## config.mk

```make
export PLATFORM = sky130hd
export DESIGN_NAME = rgb_to_hsv_pixel
export DESIGN_NICKNAME = d
export VERILOG_FILES = /design/src/hw/rtl/rhsv_pkg.sv /design/src/hw/rtl/rhsv_front.sv /design/src/hw/rtl/rhsv_div_stage.sv /design/src/hw/rtl/rgb_to_hsv_pixel.sv
export SDC_FILE = /design/constraint.sdc
export NUM_CORES = 2
export LEC_CHECK = 0
export ABC_AREA = 0
export BUFFER_PORTS_ARGS = -buffer_cell sky130_fd_sc_hd__buf_2
export CORE_AREA = 4 4 372 374
export CTS_BUF_LIST = sky130_fd_sc_hd__clkbuf_4 sky130_fd_sc_hd__clkbuf_8
export CTS_CLUSTER_SIZE = 40
export DETAILED_ROUTE_END_ITERATION = 7
export DIE_AREA = 0 0 376 378
export GPL_TIMING_DRIVEN = 0
export PLACE_DENSITY = 0.6
export SLEW_MARGIN = 10
export SYNTH_ARGS = -nofsm -noshare
export SYNTH_HDL_FRONTEND = slang
export SYNTH_SLANG_ARGS = --single-unit
```

## constraint.sdc

```tcl
create_clock -name aclk -period 32.3 [get_ports aclk]
set_input_delay 1.615 -clock aclk [delete_from_list [all_inputs] [get_ports aclk]]
set_output_delay 1.615 -clock aclk [all_outputs]
set_load 0.02 [all_outputs]
```

## src/hw/rtl/rhsv_pkg.sv

```systemverilog
// rhsv_pkg: shared constants for the RGB to HSV pipeline.
// No dependencies.
package rhsv_pkg;

    localparam int HUE_BITS = 16;
    localparam int SAT_BITS = 17;

endpackage

```

## src/hw/rtl/rhsv_front.sv

```systemverilog
// rhsv_front: three register stages that find max, min, sector, channel difference,
// and set up the dividends and divisors for hue and saturation. Uses rhsv_pkg.
module rhsv_front
    import rhsv_pkg::*;
#(
    parameter int CHANNEL_BITS = 8
) (
    input  logic                      aclk,
    input  logic                      aresetn,
    input  logic                      en,
    input  logic                      in_valid,
    input  logic [CHANNEL_BITS-1:0]   red,
    input  logic [CHANNEL_BITS-1:0]   green,
    input  logic [CHANNEL_BITS-1:0]   blue,
    output logic                      out_valid,
    output logic [CHANNEL_BITS-1:0]   out_hi,
    output logic [CHANNEL_BITS-1:0]   out_sdiv,
    output logic [CHANNEL_BITS-1:0]   out_srem,
    output logic [SAT_BITS-1:0]       out_satq,
    output logic [CHANNEL_BITS+2:0]   out_den,
    output logic [CHANNEL_BITS+2:0]   out_hrem
);

    localparam int N  = CHANNEL_BITS;
    localparam int NW = CHANNEL_BITS + 3;

    typedef enum logic [1:0] {SECT_RED, SECT_GREEN, SECT_BLUE} sector_t;

    // stage 1
    logic              v1_reg;
    logic [N-1:0]      hi1_reg, hi1_next;
    logic [N-1:0]      lo1_reg, lo1_next;
    sector_t           sec1_reg, sec1_next;
    logic signed [N:0] diff1_reg, diff1_next;

    // stage 2
    logic              v2_reg;
    logic [N-1:0]      hi2_reg;
    logic [N-1:0]      span2_reg, span2_next;
    sector_t           sec2_reg;
    logic signed [N:0] diff2_reg;

    // stage 3
    logic              v3_reg;
    logic [N-1:0]      hi3_reg;
    logic [N-1:0]      sdiv3_reg, sdiv3_next;
    logic [N-1:0]      srem3_reg, srem3_next;
    logic              q16_reg, q16_next;
    logic [NW-1:0]     den3_reg, den3_next;
    logic [NW-1:0]     num3_reg, num3_next;

    logic [NW-1:0]       six_span;
    logic signed [NW:0]  diff_ext;
    logic signed [NW:0]  num_s;

    always_comb begin
        hi1_next = red;
        if (green > hi1_next) hi1_next = green;
        if (blue > hi1_next) hi1_next = blue;
        lo1_next = red;
        if (green < lo1_next) lo1_next = green;
        if (blue < lo1_next) lo1_next = blue;
        if (hi1_next == blue) begin
            sec1_next  = SECT_BLUE;
            diff1_next = $signed({1'b0, red}) - $signed({1'b0, green});
        end else if (hi1_next == green) begin
            sec1_next  = SECT_GREEN;
            diff1_next = $signed({1'b0, blue}) - $signed({1'b0, red});
        end else begin
            sec1_next  = SECT_RED;
            diff1_next = $signed({1'b0, green}) - $signed({1'b0, blue});
        end
    end

    assign span2_next = hi1_reg - lo1_reg;

    always_comb begin
        six_span = ({3'b000, span2_reg} << 2) + ({3'b000, span2_reg} << 1);
        diff_ext = {{3{diff2_reg[N]}}, diff2_reg};
        case (sec2_reg)
            SECT_BLUE:  num_s = $signed({2'b00, span2_reg, 2'b00}) + diff_ext;
            SECT_GREEN: num_s = $signed({3'b000, span2_reg, 1'b0}) + diff_ext;
            default: begin
                // red sector: negative hue wraps by a full turn
                if (diff_ext < 0) num_s = diff_ext + $signed({1'b0, six_span});
                else num_s = diff_ext;
            end
        endcase
        num3_next = num_s[NW-1:0];
        den3_next = (span2_reg == '0) ? {{(NW-1){1'b0}}, 1'b1} : six_span;
        sdiv3_next = (hi2_reg == '0) ? {{(N-1){1'b0}}, 1'b1} : hi2_reg;
        q16_next   = (span2_reg >= sdiv3_next);
        srem3_next = q16_next ? (span2_reg - sdiv3_next) : span2_reg;
    end

    always_ff @(posedge aclk) begin
        if (!aresetn) begin
            v1_reg <= 1'b0;
            v2_reg <= 1'b0;
            v3_reg <= 1'b0;
        end else if (en) begin
            v1_reg <= in_valid;
            v2_reg <= v1_reg;
            v3_reg <= v2_reg;
        end
    end

    always_ff @(posedge aclk) begin
        if (en) begin
            hi1_reg   <= hi1_next;
            lo1_reg   <= lo1_next;
            sec1_reg  <= sec1_next;
            diff1_reg <= diff1_next;
            hi2_reg   <= hi1_reg;
            span2_reg <= span2_next;
            sec2_reg  <= sec1_reg;
            diff2_reg <= diff1_reg;
            hi3_reg   <= hi2_reg;
            sdiv3_reg <= sdiv3_next;
            srem3_reg <= srem3_next;
            q16_reg   <= q16_next;
            den3_reg  <= den3_next;
            num3_reg  <= num3_next;
        end
    end

    assign out_valid = v3_reg;
    assign out_hi    = hi3_reg;
    assign out_sdiv  = sdiv3_reg;
    assign out_srem  = srem3_reg;
    assign out_satq  = {{(SAT_BITS-1){1'b0}}, q16_reg};
    assign out_den   = den3_reg;
    assign out_hrem  = num3_reg;

endmodule

```

## src/hw/rtl/rhsv_div_stage.sv

```systemverilog
// rhsv_div_stage: one restoring division step for hue and for saturation,
// one quotient bit of each per stage. Uses rhsv_pkg.
module rhsv_div_stage
    import rhsv_pkg::*;
#(
    parameter int CHANNEL_BITS = 8
) (
    input  logic                      aclk,
    input  logic                      aresetn,
    input  logic                      en,
    input  logic                      in_valid,
    input  logic [CHANNEL_BITS-1:0]   in_hi,
    input  logic [CHANNEL_BITS-1:0]   in_sdiv,
    input  logic [CHANNEL_BITS-1:0]   in_srem,
    input  logic [SAT_BITS-1:0]       in_satq,
    input  logic [CHANNEL_BITS+2:0]   in_den,
    input  logic [CHANNEL_BITS+2:0]   in_hrem,
    input  logic [HUE_BITS-1:0]       in_hueq,
    output logic                      out_valid,
    output logic [CHANNEL_BITS-1:0]   out_hi,
    output logic [CHANNEL_BITS-1:0]   out_sdiv,
    output logic [CHANNEL_BITS-1:0]   out_srem,
    output logic [SAT_BITS-1:0]       out_satq,
    output logic [CHANNEL_BITS+2:0]   out_den,
    output logic [CHANNEL_BITS+2:0]   out_hrem,
    output logic [HUE_BITS-1:0]       out_hueq
);

    localparam int N  = CHANNEL_BITS;
    localparam int NW = CHANNEL_BITS + 3;

    logic            valid_reg;
    logic [N-1:0]    hi_reg, sdiv_reg;
    logic [N-1:0]    srem_reg, srem_next;
    logic [SAT_BITS-1:0] satq_reg, satq_next;
    logic [NW-1:0]   den_reg;
    logic [NW-1:0]   hrem_reg, hrem_next;
    logic [HUE_BITS-1:0] hueq_reg, hueq_next;

    logic [N:0]  s_trial;
    logic [NW:0] h_trial;
    logic        s_bit, h_bit;

    always_comb begin
        s_trial   = {in_srem, 1'b0};
        s_bit     = (s_trial >= {1'b0, in_sdiv});
        srem_next = s_bit ? N'(s_trial - {1'b0, in_sdiv}) : s_trial[N-1:0];
        satq_next = {in_satq[SAT_BITS-2:0], s_bit};

        h_trial   = {in_hrem, 1'b0};
        h_bit     = (h_trial >= {1'b0, in_den});
        hrem_next = h_bit ? NW'(h_trial - {1'b0, in_den}) : h_trial[NW-1:0];
        hueq_next = {in_hueq[HUE_BITS-2:0], h_bit};
    end

    always_ff @(posedge aclk) begin
        if (!aresetn) begin
            valid_reg <= 1'b0;
        end else if (en) begin
            valid_reg <= in_valid;
        end
    end

    always_ff @(posedge aclk) begin
        if (en) begin
            hi_reg   <= in_hi;
            sdiv_reg <= in_sdiv;
            srem_reg <= srem_next;
            satq_reg <= satq_next;
            den_reg  <= in_den;
            hrem_reg <= hrem_next;
            hueq_reg <= hueq_next;
        end
    end

    assign out_valid = valid_reg;
    assign out_hi    = hi_reg;
    assign out_sdiv  = sdiv_reg;
    assign out_srem  = srem_reg;
    assign out_satq  = satq_reg;
    assign out_den   = den_reg;
    assign out_hrem  = hrem_reg;
    assign out_hueq  = hueq_reg;

endmodule

```

## src/hw/rtl/rgb_to_hsv_pixel.sv

```systemverilog
// rgb_to_hsv_pixel: RGB to HSV pixel converter, top level. Uses rhsv_pkg,
// rhsv_front and rhsv_div_stage.
// Pipeline: 3 setup stages, then 16 divider stages.
// Throughput: one word per cycle unless back-pressure stalls; the divider is unrolled one quotient bit per stage.
// Back-pressure stalls the whole pipeline; nothing is dropped or repeated.
// Reset: synchronous active-low aresetn clears all stage valid bits.
module rgb_to_hsv_pixel
    import rhsv_pkg::*;
#(
    parameter int CHANNEL_BITS = 8
) (
    input  logic                    aclk,
    input  logic                    aresetn,
    input  logic                    s_valid,
    output logic                    s_ready,
    input  logic [CHANNEL_BITS-1:0] s_red,
    input  logic [CHANNEL_BITS-1:0] s_green,
    input  logic [CHANNEL_BITS-1:0] s_blue,
    output logic                    m_valid,
    input  logic                    m_ready,
    output logic [HUE_BITS-1:0]     m_hue,
    output logic [SAT_BITS-1:0]     m_saturation,
    output logic [CHANNEL_BITS-1:0] m_brightness
);

    localparam int N      = CHANNEL_BITS;
    localparam int NW     = CHANNEL_BITS + 3;
    localparam int STAGES = HUE_BITS;

    logic                en;
    logic                v_c    [0:STAGES];
    logic [N-1:0]        hi_c   [0:STAGES];
    logic [N-1:0]        sdiv_c [0:STAGES];
    logic [N-1:0]        srem_c [0:STAGES];
    logic [SAT_BITS-1:0] satq_c [0:STAGES];
    logic [NW-1:0]       den_c  [0:STAGES];
    logic [NW-1:0]       hrem_c [0:STAGES];
    logic [HUE_BITS-1:0] hueq_c [0:STAGES];

    assign en      = !m_valid || m_ready;
    assign s_ready = en;

    rhsv_front #(.CHANNEL_BITS(CHANNEL_BITS)) u_front (
        .aclk      (aclk),
        .aresetn   (aresetn),
        .en        (en),
        .in_valid  (s_valid),
        .red       (s_red),
        .green     (s_green),
        .blue      (s_blue),
        .out_valid (v_c[0]),
        .out_hi    (hi_c[0]),
        .out_sdiv  (sdiv_c[0]),
        .out_srem  (srem_c[0]),
        .out_satq  (satq_c[0]),
        .out_den   (den_c[0]),
        .out_hrem  (hrem_c[0])
    );

    assign hueq_c[0] = '0;

    for (genvar i = 0; i < STAGES; i++) begin : g_div
        rhsv_div_stage #(.CHANNEL_BITS(CHANNEL_BITS)) u_stage (
            .aclk      (aclk),
            .aresetn   (aresetn),
            .en        (en),
            .in_valid  (v_c[i]),
            .in_hi     (hi_c[i]),
            .in_sdiv   (sdiv_c[i]),
            .in_srem   (srem_c[i]),
            .in_satq   (satq_c[i]),
            .in_den    (den_c[i]),
            .in_hrem   (hrem_c[i]),
            .in_hueq   (hueq_c[i]),
            .out_valid (v_c[i+1]),
            .out_hi    (hi_c[i+1]),
            .out_sdiv  (sdiv_c[i+1]),
            .out_srem  (srem_c[i+1]),
            .out_satq  (satq_c[i+1]),
            .out_den   (den_c[i+1]),
            .out_hrem  (hrem_c[i+1]),
            .out_hueq  (hueq_c[i+1])
        );
    end

    assign m_valid      = v_c[STAGES];
    assign m_hue        = hueq_c[STAGES];
    assign m_saturation = satq_c[STAGES];
    assign m_brightness = hi_c[STAGES];

    a_sat_max: assert property (@(posedge aclk) disable iff (!aresetn)
        m_valid |-> m_saturation <= {1'b1, {(SAT_BITS-1){1'b0}}})
        else $error("saturation above one");

    a_black: assert property (@(posedge aclk) disable iff (!aresetn)
        (m_valid && m_brightness == '0) |-> (m_saturation == '0 && m_hue == '0))
        else $error("black pixel with nonzero hue or saturation");

    a_gray: assert property (@(posedge aclk) disable iff (!aresetn)
        (m_valid && m_saturation == '0) |-> m_hue == '0)
        else $error("gray pixel with nonzero hue");

    a_stall_hold: assert property (@(posedge aclk) disable iff (!aresetn)
        !en |=> v_c[0] == $past(v_c[0]) && hrem_c[0] == $past(hrem_c[0]))
        else $error("front stage moved during stall");

endmodule

```

==> flow_summary.ini <==
[routing]
wire_per_inst_um = 14.5
wirelength_um = 91400
dr.pass1.iters = 5
viasPerCell = 4.87
ant_nets = 0
drc_errors = 0
first_iter_violations = 1575
vias = 30700

[placed_design]
postPlaceCellArea_um2 = 56700
routabilityCongestion = 0.879
dp_slack_ns = 26.04
hpwl_um = 64300
port_buffers = 70

[clocking]
post_cts_resized = 0
root_buffer = clkbuf_8
clk_pin_slew_ns = 0.05
cts.sinks = 1106
htree_levels = 4
cts_tree = done
clockBufferDepth = 3
hold_buffers = 0
numCtsBuffers = 186
clock_latency_ns = 0.86
postCtsSetupBuffers = 0

[synthesis]
syn_avg_cell_area_um2 = 13.1
synth_seq_cells = 1106
syn_inst = 4099
netlist-cell-type-count = 70
synthArstFlopShare = 0
seq_area_frac_synth = 0.614
synth_area_um2 = 53800
synthesis.nets = 4561
synth-main-ff-cell = edfxtp_1
synth_edf_count = 1087
synth_warnings = 0

[timing]
whs_ns = 0.407
achievable-frequency_mhz = 162
finalMaxSlewViolations = 0
fin_setup_tns_ns = 0
fin_crit_ns = 6.18
rsz0062_at_grt = no
fin_crit_sh = 0.191
max-slew-margin-rel = 0.492
worst_slack_ns = 26.12
tightestPinTransition_ns = 0.761
setup_viol = 0
fin_skew_ns = 0.0278
hold_viol_final = 0

[critical_path]
rrSetupSlack_ns = 28.34
cp_max_fo = 96
r2r_end = g_div[4].u_stage.out_hrem[3]$_DFFE_PP_
cp.arrival_ns = 4.56
required_ns = 30.68
end_kind = output port
reg2reg_from = g_div[3].u_stage.out_den[2]$_DFFE_PP_
path_class = primary input to output port
cp-start-kind = primary input
r2r_cells = 11

[floorplan]
dieHeight_um = 378
rows = 135
die_w_um = 376
dieArea_um2 = 142000
io_pins = 71
initial_core_util = 0.398
fp.coreArea_um2 = 135000

[grt]
grt_antenna_before_repair = 2
grt_pass1_vias = 31200
grt-ovfl-total = 0
grt.total_usage = 0.130
grt_pass1_wl_um = 152000
grt_max_degree = 115

[hold_path]
hold_end = g_div[14].u_stage.out_hueq[6]$_DFFE_PP_
whs_path_depth = 0
hold_start = g_div[13].u_stage.out_hueq[5]$_DFFE_PP_
hold_path.class = flop to flop

[power]
p_leak_nw = 24.1
totalPowerFinal_w = 0.00695
pwr_density_cell_nw_per_um2 = 115
vdd_drop_max_mv = 0.0572

[status]
status = complete, no violations

[layout]
fin_area_um2 = 60300
drive_gt1_frac = 0.125
area_delta_synth_final_pct = 12.1
fin_nets = 4830

[flow_run]
cap_violations = 0
## through the flow
step           utilization  std cells
5_1_grt              0.446       6296
3_5_place_dp         0.420       5961
4_1_cts              0.446       6295
2_1_floorplan            -       4099
6_report             0.446       6296
3_3_place_gp         0.417       5950
## critical path: stages
cell and delay, ns:
buf_2 0.07, nor2b_1 0.04, clkinv_1 0.16, clkbuf_8 0.58
buf_16 0.40, buf_16 0.38, buf_16 0.41, buf_16 0.36
buf_2 0.24
## cell usage in the layout (no fill, tap or decap), types with 17 or more instances in the layout
cell type	synthesis	layout
clkinv_2	0	17
dfxtp_1	19	19
nand4_1	49	49
a21oi_1	157	157
o21ai_0	200	200
clkbuf_4	0	65
ha_1	395	395
o31ai_1	36	36
a21o_1	36	36
clkbuf_8	0	189
mux2i_1	61	61
clkinv_1	1	49
nand2_1	221	221
o21a_1	60	60
edfxtp_1	1087	1087
nor3_1	98	98
nor2_1	220	220
or2_2	21	21
clkbuf_1	43	42
buf_2	2	72
a21boi_0	87	87
nor2b_1	116	116
fa_1	39	39
mux2_2	149	149
inv_1	515	515
nand3_1	48	48
nor4_1	25	25
xor2_1	57	57
nand2b_1	35	35
xnor2_1	142	142
## synth_stat cells (9+ instances only)
cell,count,area (um^2)
ha_1,395,4940
a221oi_1,10,87.6
nand3_1,48,240
nor2b_1,116,726
a31oi_1,12,75.1
a21oi_1,157,786
clkbuf_1,43,161
mux2_2,149,1680
xor2_1,57,499
o21ai_0,200,1000
a21boi_0,87,653
edfxtp_1,1087,32600
nor4_1,25,156
fa_1,39,781
o31ai_1,36,270
and3_1,9,56.3
xnor2_1,142,1240
a211oi_2,15,188
o21a_1,60,450
a21o_1,36,270
o22ai_1,9,56.3
nand2_1,221,830
nand2b_1,35,219
nor3_1,98,490
buf_1,9,33.8
nor2_1,220,826
a211oi_1,13,97.6
nand4_1,49,307
or2_2,21,131
dfxtp_1,19,380
inv_1,515,1930
mux2i_1,61,611
a221o_1,9,90.1
## worst max path at each step
stage,cells past startpoint,start,endpoint
final,9,m_ready,s_ready
after detailed placement,9,m_ready,s_ready
after floorplan,3,m_ready,s_ready
after global placement,5,m_ready,s_ready
after global routing,9,m_ready,s_ready
after CTS,9,m_ready,s_ready
## area by class of cell
class | instances | area, um^2
Sequential cell | 1106 | 33000
Clock buffer | 253 | 3080
Inverter | 516 | 1940
Fill cell | 12200 | 74700
Clock inverter | 81 | 529
Timing Repair Buffer | 81 | 653
Antenna cell | 1 | 2.50
Buffer | 57 | 245
Tap cell | 1781 | 2230
Multi-Input combinational cell | 2420 | 18600
## routing by layer
| layer | wire length [um] | track usage | vias up |
|---|---|---|---|
| met5 | 0 | 0 | - |
| met4 | 2640 | 0.0502 | 0 |
| met3 | 3810 | 0.0302 | 208 |
| met2 | 44700 | 0.224 | 475 |
| met1 | 40300 | 0.159 | 14600 |
| li1 | - | - | 15400 |
## logic make-up after synthesis
group,after synthesis,share of synthesized area
fa+ha+maj,434,0.106
simple gates,866,0.0775
flops,1106,0.614
buf+inv,573,0.0404
compound gates,711,0.0864
mux,210,0.0426
xor+xnor,199,0.0324
## report_power, final
| group | internal, W | total, W | switching (W) |
|---|---|---|---|
| clock network | 0.000663 | 0.00120 | 0.000538 |
| logic | 0.00142 | 0.00304 | 0.00162 |
| registers | 0.00244 | 0.00271 | 0.000279 |
Power figures use the tool's default switching activity.
